### src/design/dgcd_pkg.sv
// ----------------------------------------------------------------------------
// dgcd_pkg: shared types for the directed graph cycle detector
// Datapath command codes and the status bundle returned to the controller.
// ----------------------------------------------------------------------------
package dgcd_pkg;

  typedef enum logic [3:0] {
    DP_NOP,
    DP_CLR,
    DP_ADD_RD,
    DP_ADD_WR,
    DP_DROP,
    DP_CHK_INIT,
    DP_START_RD,
    DP_START_PUSH,
    DP_NEXT_SRC,
    DP_PUSH_LD,
    DP_POP,
    DP_POP_LD,
    DP_EDGE_RD,
    DP_EDGE_LD,
    DP_EDGE_PUSH,
    DP_RESULT
  } dp_op_t;

  typedef struct packed {
    logic clr_last;
    logic edge_ok;
    logic src_done;
    logic visited_q;
    logic onstk_q;
    logic cur_zero;
    logic depth_one;
    logic dropped;
  } sts_t;

endpackage

### src/design/dgcd_ctrl.sv
// ----------------------------------------------------------------------------
// dgcd_ctrl: sequencer for edge loading, the walk and the clearing sweep
// Drives datapath commands, the input stall and the result register.
// ----------------------------------------------------------------------------
module dgcd_ctrl (
  input  logic              clk,
  input  logic              rst_n,
  input  logic              in_valid,
  input  logic              in_op,
  output logic              in_stall,
  output logic              out_valid,
  input  logic              out_stall,
  output logic              out_has_cycle,
  output logic              out_input_error,
  input  dgcd_pkg::sts_t    sts,
  output dgcd_pkg::dp_op_t  op
);

  typedef enum logic [3:0] {
    ST_CLEAR, ST_IDLE, ST_ADD_W, ST_START, ST_START_W, ST_PUSH_W,
    ST_WALK, ST_POP_W, ST_EDGE_W, ST_EDGE_C, ST_DONE
  } state_t;

  state_t state_r, state_nxt;
  logic   found_r, found_nxt;
  logic   out_valid_r, out_valid_nxt;
  logic   has_cycle_r, has_cycle_nxt;
  logic   in_err_r, in_err_nxt;

  assign in_stall        = (state_r != ST_IDLE);
  assign out_valid       = out_valid_r;
  assign out_has_cycle   = has_cycle_r;
  assign out_input_error = in_err_r;

  always_comb begin
    state_nxt     = state_r;
    found_nxt     = found_r;
    out_valid_nxt = out_valid_r && out_stall;
    has_cycle_nxt = has_cycle_r;
    in_err_nxt    = in_err_r;
    op            = dgcd_pkg::DP_NOP;
    unique case (state_r)
      ST_CLEAR: begin
        op = dgcd_pkg::DP_CLR;
        if (sts.clr_last) begin
          state_nxt = ST_IDLE;
        end
      end
      ST_IDLE: begin
        if (in_valid) begin
          if (in_op) begin
            op        = dgcd_pkg::DP_CHK_INIT;
            found_nxt = 1'b0;
            state_nxt = ST_START;
          end else if (sts.edge_ok) begin
            op        = dgcd_pkg::DP_ADD_RD;
            state_nxt = ST_ADD_W;
          end else begin
            op = dgcd_pkg::DP_DROP;
          end
        end
      end
      ST_ADD_W: begin
        op        = dgcd_pkg::DP_ADD_WR;
        state_nxt = ST_IDLE;
      end
      ST_START: begin
        if (sts.src_done) begin
          state_nxt = ST_DONE;
        end else begin
          op        = dgcd_pkg::DP_START_RD;
          state_nxt = ST_START_W;
        end
      end
      ST_START_W: begin
        if (sts.visited_q) begin
          op        = dgcd_pkg::DP_NEXT_SRC;
          state_nxt = ST_START;
        end else begin
          op        = dgcd_pkg::DP_START_PUSH;
          state_nxt = ST_PUSH_W;
        end
      end
      ST_PUSH_W: begin
        op        = dgcd_pkg::DP_PUSH_LD;
        state_nxt = ST_WALK;
      end
      ST_WALK: begin
        if (sts.cur_zero) begin
          op        = dgcd_pkg::DP_POP;
          state_nxt = sts.depth_one ? ST_START : ST_POP_W;
        end else begin
          op        = dgcd_pkg::DP_EDGE_RD;
          state_nxt = ST_EDGE_W;
        end
      end
      ST_POP_W: begin
        op        = dgcd_pkg::DP_POP_LD;
        state_nxt = ST_WALK;
      end
      ST_EDGE_W: begin
        op        = dgcd_pkg::DP_EDGE_LD;
        state_nxt = ST_EDGE_C;
      end
      ST_EDGE_C: begin
        if (sts.onstk_q) begin
          // back edge to the live path
          found_nxt = 1'b1;
          state_nxt = ST_DONE;
        end else if (!sts.visited_q) begin
          op        = dgcd_pkg::DP_EDGE_PUSH;
          state_nxt = ST_PUSH_W;
        end else begin
          state_nxt = ST_WALK;
        end
      end
      ST_DONE: begin
        if (!(out_valid_r && out_stall)) begin
          op            = dgcd_pkg::DP_RESULT;
          out_valid_nxt = 1'b1;
          has_cycle_nxt = found_r;
          in_err_nxt    = sts.dropped;
          state_nxt     = ST_CLEAR;
        end
      end
      default: state_nxt = ST_CLEAR;
    endcase
  end

  always_ff @(posedge clk) begin
    if (!rst_n) begin
      state_r     <= ST_CLEAR;
      found_r     <= 1'b0;
      out_valid_r <= 1'b0;
    end else begin
      state_r     <= state_nxt;
      found_r     <= found_nxt;
      out_valid_r <= out_valid_nxt;
    end
    has_cycle_r <= has_cycle_nxt;
    in_err_r    <= in_err_nxt;
  end

endmodule

### config.mk
export PLATFORM = sky130hd
export DESIGN_NAME = dgcd_ctrl
export DESIGN_NICKNAME = d
export VERILOG_FILES = /design/src/design/dgcd_pkg.sv /design/src/design/dgcd_ctrl.sv
export SDC_FILE = /design/constraint.sdc
export NUM_CORES = 1
export LEC_CHECK = 0
export BUFFER_PORTS_ARGS = -buffer_cell sky130_fd_sc_hd__buf_2
export CAP_MARGIN = 20
export CORE_MARGIN = 5
export CORE_UTILIZATION = 50
export CTS_CLUSTER_DIAMETER = 60
export DETAILED_ROUTE_END_ITERATION = 6
export HOLD_SLACK_MARGIN = 0.1
export PLACE_DENSITY = 0.79
export SLEW_MARGIN = 20
export SYNTH_ARGS = -nofsm -noshare
export SYNTH_HDL_FRONTEND = slang
export SYNTH_SLANG_ARGS = --single-unit
### constraint.sdc
create_clock -name clk -period 3.4 [get_ports clk]
set_input_delay 0.17 -clock clk [delete_from_list [all_inputs] [get_ports clk]]
set_output_delay 0.17 -clock clk [all_outputs]
set_load 0.005 [all_outputs]
==> Yosys cells after proc, flatten, opt, wreduce, memory -nomap -nowiden <==
Index checks and enable logic that the tools add are counted.
{ "totals": {"regBits": 8, "word_cells": 57, "inputBits": 13, "out_inout_bits": 8} }
{ "classes": {"n_eq_ne": 17, "reduce_logical": 7, "muxes": 27, "bitwise_logic": 1} }
{ "ops": {"columns": ["operator", "count"], "rows": [
  ["$mux 4", 12],
  ["$pmux 4 s11", 1],
  ["$pmux 4 s10", 1],
  ["$mux 3", 7],
  ["$eq 4x3->1 const B", 4],
  ["$eq 4x4->1 const B", 3],
  ["$ne 2x2->1 const B", 5],
  ["$eq 4x2->1 const B", 2],
  ["$reduce_and 4->1", 2],
  ["$eq 4x1->1 const B", 1],
  ["$logic_not 4->1", 1],
  ["$mux 1", 4],
  ["$ne 4x1->1 const B", 1],
  ["$ne 3x3->1 const B", 1],
  ["$mux 2", 1],
  ["$pmux 1 s2", 1],
  ["$reduce_and 2->1", 1],
  ["$reduce_bool 2->1", 1],
  ["$reduce_or 2->1", 1],
  ["$logic_and 1x1->1", 1],
  ["$not 1->1", 1]
]} }

==> Longest topological paths before layout <==
Gate-level depths: netlist of run 1.
{ "logic_depth": {"depth_word": 4, "mapped_depth": 6, "mapped_depth_nobuf": 4} }

==> Least setup slack after synthesis of run 1 <==
Ideal clock, no wire load.
{ "synth_path": {"path_type": "register to output", "from": "reg state_r[3]", "to": "out op[2]", "path_buffers": 1, "stages_incl_launch_ff": 6, "path_slack_ns": 1.978, "arrival_time_ns": 1.252, "t_required_ns": 3.230, "cell_sequence": "dfxtp_1 -> buf_4 -> or3b_4 -> nor4b_4 -> nor3_1 -> o211ai_1"} }
{ "synth_between": {"elab_chain_cells": 2, "word_cells_on_any_way": 12, "classes_between": "eq/ne: 10; mux: 1; reduce/logical: 1"} }
{ "synth_rtl": {"columns": ["item", "line", "source"], "rows": [
  ["start: declaration", "dgcd_ctrl.sv:24", "state_t state_r, state_nxt;"],
  ["start signal: assignment", "dgcd_ctrl.sv:136", "state_r <= state_nxt;"],
  ["$eq 4x4->1 (tied with other cells)", "dgcd_ctrl.sv:42", "unique case (state_r)"],
  ["$pmux 4 s11 *", "dgcd_ctrl.sv:42", null],
  ["end: declaration", "dgcd_ctrl.sv:16", "output dgcd_pkg::dp_op_t op"]
]} }
Every way passes the cells marked *; elsewhere a longest branch is shown, timed or not.

==> Worst setup path after layout of run 1 <==
{ "layout_path": {"from": "reg state_r[0]", "to": "out op[2]"} }
Same word-level chain as after synthesis.

==> results of run 1 <==
-- worst max-delay path by stage --
stage	start	to	slack, ps	cells past startpoint
after CTS	state_r[0]	op[2]	1390	5
after global routing	state_r[1]	op[2]	1230	5
after floorplan	state_r[3]	op[2]	1980	5
final	state_r[0]	op[2]	1380	5
after global placement	state_r[3]	op[3]	1690	5
after detailed placement	state_r[0]	op[2]	1650	5
-- logic make-up after synthesis --
kind of cell,Yosys count,synth area share (%)
AOI/OAI and AO/OA,25,26.00
buffers and inverters,9,7.968
DFF,8,27.33
muxes,1,1.518
and+or+nand+nor,39,37.20
-- metal layers --
layer | global-route usage (%) | vias to the layer above | part of all wire (%) | wire length, microns
met5 | 0 | - | 0 | 0
met4 | 3.409 | 0 | 0 | 0
met3 | 5.078 | 0 | 9.2 | 146
met2 | 28.02 | 38 | 50 | 799
met1 | 19.95 | 297 | 41 | 648
li1 | - | 345 | - | -
-- worst reg2reg max path: stages, from the launching register on --
cell and delay, ps:
dfxtp_1 640, nand4bb_1 230, a21oi_1 350
-- registers in the layout, summed over array words and instances, names as in the netlist --
register	flops
out_input_error	1
out_valid	1
found_r	1
out_has_cycle	1
state_r	4
-- cell usage in the layout, fill, tap and decap left out, drive strengths merged, types with 2 or more instances in the layout --
cell,count
buf,20
o21ai,7
nand2,7
dfxtp,6
nor2,5
nor3,4
nand3,4
nand2b,3
inv,3
nor2b,3
a21boi,3
clkbuf,3
nand4bb,2
and3,2
a31oi,2
o211ai,2
edfxtp,2
a21oi,2
-- area by class of cell --
class                           count  area share, %
Multi-Input combinational cell     65          55.45
Sequential cell                     8          23.41
Timing Repair Buffer               21          14.31
Clock buffer                        3          2.927
Tap cell                           15          2.439
Inverter                            3          1.463
-- synthesized netlist by cell type (all sizes together), types with 2 or more instances --
cell     number
o211ai        2
a21oi         2
a21boi        3
nor3          4
a31oi         2
dfxtp         6
inv           3
nand2b        3
buf           6
o21ai         7
edfxtp        2
and3          2
nand3         4
nor2b         3
nand4bb       2
nand2         7
nor2          5
-- repair_timing --
item,CTS,global route
hold buffers,1,0
setup endpoints to repair,0,0
resized for setup,0,0
endpoints found under the hold margin,1,0
-- stage by stage --
step                instances  util [%]
CTS                       115     60.65
detailed placement        111     58.09
global route              115     60.65
floorplan                  82         -
global placement          111     58.09
finish                    115     60.65
-- power breakdown --
group,internal [mW],switching [mW],leakage (nW)
sequential,0.100,0.0121,0.0691
combinational,0.0276,0.0255,0.225
clock,0.0403,0.0305,0.0138
==> results_dict.tcl, run 1 <==
set metrics [dict create \
    critical_path_class "reg -> out" \
    worst_slew_margin_rel_pct 62.29 \
    drt-initial-drc-count 39 \
    wl_per_cell_microns 13.87 \
    clkTransAtPathRegs_ps 50 \
    gr-usage-all-layers_pct 16.39 \
    yosys_register_bits 8 \
    core.rowCount 13 \
    fin_nets 115 \
    via_per_inst 5.913 \
    worst-path-buf-inv 1 \
    seq_area_sq_um 180.2 \
    area_growth_syn_to_layout_pct 16.70 \
    power.density_mw_per_mm2 307.2 \
    detail-route-antenna-nets 0 \
    multiInputGateArea_sq_um 426.7 \
    cpLargestDelayFamily "flip-flops" \
    cts_buffer_depth 2 \
    cp-end-kind "primary output" \
    cap_violations 0 \
    syn_area_per_cell_sq_um 8.041 \
    stdcell_area_sq_um 769.5 \
    antenna_found_initial 0 \
    crit_arrival_ps 1850 \
    yosysWarnings 0 \
    grt_start_max_net_pins 20 \
    core_sq_mm 0.001269 \
    postSynthCellCount 82 \
    yosysSeqAreaShare_pct 27.32 \
    setup_viol 0 \
    rsz0062_at_grt "false" \
    start_kind "flip-flop" \
    synth_enable_flop_cells 2 \
    die_w_microns 46.32 \
    crit_slowest_cell "dfxtp_1" \
    worst_hold_slack_ps 206.1 \
    skew_ps 1.281 \
    async_flop_share_pct 0 \
    synth.distinct_cells 39 \
    min_from "rst_n" \
    reg2reg_to "out_input_error" \
    critPathMaxFanout 19 \
    pre_cts_ws_ps 1652 \
    rr_startpoint "state_r[1]" \
    fin_ws_ps 1378 \
    finalHoldViolCount 0 \
    drv_slew 0 \
    period_minus_slack_ps 2022 \
    worst_slew_pin_slew_ps 564.9 \
    status "finished clean" \
    die-height_microns 46.32 \
    finalSetupTns_ps 0 \
    cp_data_required_time_ps 3230 \
    cts_tree "done" \
    grt_overflow 0 \
    ios 21 \
    place_area_sq_um 737.0 \
    leakage_nw 0.3076 \
    reg2reg_depth 2 \
    fillers 114 \
    synth_flop_cell "dfxtp_1" \
    drcViolationCount 0 \
    antenna_cells 0 \
    layout-drive-gt1-share_pct 26.00 \
    holdPathStages 3 \
    grt_pass1_vias 643 \
    synth_top_cell_area_share_pct 18.22 \
    finalCritPeriodShare_pct 59.47 \
    root_buffer "clkbuf_4" \
    synth.net_count 95 \
    wl_microns 1595 \
    htree_levels 1 \
    r2r_setup_slack_ps 1840 \
    min_to "state_r[1]" \
    fmax_mhz 494.6 \
    netlist_area_sq_um 659.4 \
    finalPower_mw 0.2364 \
    cts_made_buffers 3 \
    critPathMaxStageDelay_ps 670 \
    die_area_sq_mm 0.002145 \
    irDropWorstVdd_v 0.0002538 \
    grt_first_pass_wirelength_microns 2559 \
    start_util_pct 51.97 \
    dpl.hpwl_microns 1235 \
    cts.sinks 8 \
    portBuffers 20 \
    gp_congestion 0.8061 \
    yosys-top-cells-area "dfxtp_1, edfxtp_1, o21ai_0, nand2_1, nor4b_4" \
    hold_class "in -> reg" \
    postCtsSetupRepairBufs 0 \
    route.vias.total 680 \
    yosys.area.top_type "dfxtp_1" \
    path_cells "nand4bb_1 > a21oi_1 > nor3_1 > o211ai_1 > buf_2" \
    drt-pass1-iter-count 4 \
    clk_latency_ps 250 \
]
(Power assumes the default switching activity.)
==> run 2, diff against run 1 <==
--- a/config.mk
+++ b/config.mk
@@ -8,11 +8,11 @@
 export BUFFER_PORTS_ARGS = -buffer_cell sky130_fd_sc_hd__buf_2
 export CAP_MARGIN = 20
 export CORE_MARGIN = 5
-export CORE_UTILIZATION = 50
+export CORE_UTILIZATION = 48
 export CTS_CLUSTER_DIAMETER = 60
 export DETAILED_ROUTE_END_ITERATION = 6
 export HOLD_SLACK_MARGIN = 0.1
-export PLACE_DENSITY = 0.79
+export PLACE_DENSITY = 0.76
 export SLEW_MARGIN = 20
 export SYNTH_ARGS = -nofsm -noshare
 export SYNTH_HDL_FRONTEND = slang
==> constraint.sdc (replaced) <==
create_clock -name clk -period 1.9 [get_ports clk]
set_input_delay 0.095 -clock clk [delete_from_list [all_inputs] [get_ports clk]]
set_output_delay 0.095 -clock clk [all_outputs]
set_load 0.005 [all_outputs]
==> run 2 against run 1 <==
  * Global-route usage increased by 0.27 points
  * Total power increased by 79%
  * Critical path type unchanged
  * Setup slack lost 1300 ps
  * Worst hold slack worse by 75 ps
  * Clock skew barely moved
  * Sequential power up 74%
  * Sequential cell count is the same
  * Sequential share of layout area fell by 0.88 points
  * Count of clock-buffer cells in the layout is the same
  * Non-clock buffer count grew 5
==> results_dict.tcl, run 2 (same netlist as run 1, synthesis figures left out) <==
set metrics [dict create \
    setup_viol 0 \
    route.vias.total 719 \
    irDropWorstVdd_v 0.0002484 \
    fin_nets 120 \
    cap_violations 0 \
    wl_per_cell_microns 13.83 \
    die_area_sq_mm 0.002215 \
    finalCritPeriodShare_pct 93.29 \
    gr-usage-all-layers_pct 16.65 \
    r2r_setup_slack_ps 450 \
    portBuffers 20 \
    seq_area_sq_um 182.7 \
    worst_hold_slack_ps 130.7 \
    ios 21 \
    finalHoldViolCount 0 \
    antenna_cells 0 \
    power.density_mw_per_mm2 522.6 \
    core.rowCount 13 \
    multiInputGateArea_sq_um 427.9 \
    min_from "rst_n" \
    die_w_microns 47.07 \
    grt_start_max_net_pins 19 \
    start_kind "flip-flop" \
    reg2reg_depth 5 \
    htree_levels 1 \
    drt-initial-drc-count 6 \
    final_common_cell "buf_2" \
    critPathMaxStageDelay_ps 430 \
    grt_overflow 0 \
    area_growth_syn_to_layout_pct 22.96 \
    cts_made_buffers 3 \
    leakage_nw 0.3338 \
    crit_slowest_cell "or3b_4" \
    drt-pass1-iter-count 4 \
    holdPathStages 3 \
    via_per_inst 5.992 \
    layout_common_cells "buf_2, o21ai_0, nand2_1" \
    min_to "state_r[1]" \
    rr_startpoint "state_r[2]" \
    clk_latency_ps 240 \
    layout-drive-gt1-share_pct 32.38 \
    finalSetupTns_ps 0 \
    fillers 127 \
    clkTransAtPathRegs_ps 50 \
    cts_buffer_depth 2 \
    core_sq_mm 0.001301 \
    grt_pass1_vias 643 \
    critical_path_class "reg -> out" \
    postCtsSetupRepairBufs 0 \
    gp_congestion 0.8573 \
    wl_microns 1659 \
    period_minus_slack_ps 1772 \
    dpl.hpwl_microns 1303 \
    largest-register "state_r" \
    crit_arrival_ps 1680 \
    cp_data_required_time_ps 1800 \
    cp-end-kind "primary output" \
    drcViolationCount 0 \
    path_cells "or3b_4 > nor4b_4 > nor3_1 > o211ai_1 > buf_2" \
    die-height_microns 47.07 \
    reg2reg_to "found_r" \
    drv_slew 0 \
    cts_tree "done" \
    worst_slew_margin_rel_pct 79.94 \
    status "finished clean" \
    largest_register_ffs 4 \
    rsz0062_at_grt "false" \
    root_buffer "clkbuf_4" \
    detail-route-antenna-nets 0 \
    cts.sinks 8 \
    hold_class "in -> reg" \
    antenna_found_initial 0 \
    critPathMaxFanout 18 \
    grt_first_pass_wirelength_microns 2697 \
    skew_ps 1.528 \
    fmax_mhz 564.2 \
    worst_slew_pin_slew_ps 298.6 \
    start_util_pct 50.67 \
]
==> run 2: worst max-delay path, delay by kind of cell (launching register included) <==
| family | cells | cell delay, ps |
|---|---|---|
| buffers and inverters | 1 | 140 |
| AOI/OAI and AO/OA | 1 | 90 |
| and+or+nand+nor | 3 | 810 |
| DFF | 1 | 400 |
==> run 2: final cells by class <==
cell class,count,area share [%]
timing repair buffer,26,18.21
multi-input combinational,65,52.78
tap,15,2.315
sequential,8,22.53
inverter,3,1.389
clock buffer,3,2.778
==> run 2: report_power, final <==
group	internal, mW	switching, mW	total [mW]
Sequential	0.180	0.0149	0.195
Combinational	0.0547	0.0549	0.110
Clock	0.0716	0.0472	0.119
==> run 2: per-layer routing <==
layer  global-route usage, %  vias up  share of wire [%]
met5                       0        -                  0
met4                   1.105        0               0.42
met3                   4.215        2                6.4
met2                   27.64       26                 46
met1                   22.81      333                 47
li1                        -      358                  -
==> run 2: how the worst max path moves through the flow <==
stage	from	endpoint	slack (ps)
2_1_floorplan	state_r[3]	op[2]	550
3_3_place_gp	state_r[1]	op[2]	320
3_5_place_dp	state_r[1]	op[2]	280
4_1_cts	state_r[1]	op[2]	10
5_1_grt	state_r[2]	op[2]	5
6_report	state_r[1]	op[2]	130
==> run 2: through the flow <==
step	worst slack, ps	std cells	power, mW	cell area (sq um)	util [%]
final	127.5	120	0.4237	810.8	62.31
after global routing	4.879	120	0.4562	810.8	62.31
after CTS	10.81	120	0.4285	807.0	62.02
after detailed placement	281.4	116	0.3041	774.5	59.52
after global placement	317.5	116	0.3025	774.5	59.52
after floorplan	553.3	82	0.2646	659.4	-
==> run 2: what timing repair did <==
| item | in CTS | in global routing |
|---|---|---|
| endpoints found under the hold margin | 1 | 0 |
| resized for setup | 0 | 3 |
| setup endpoints to repair | 0 | 4 |
| hold buffers | 1 | 0 |
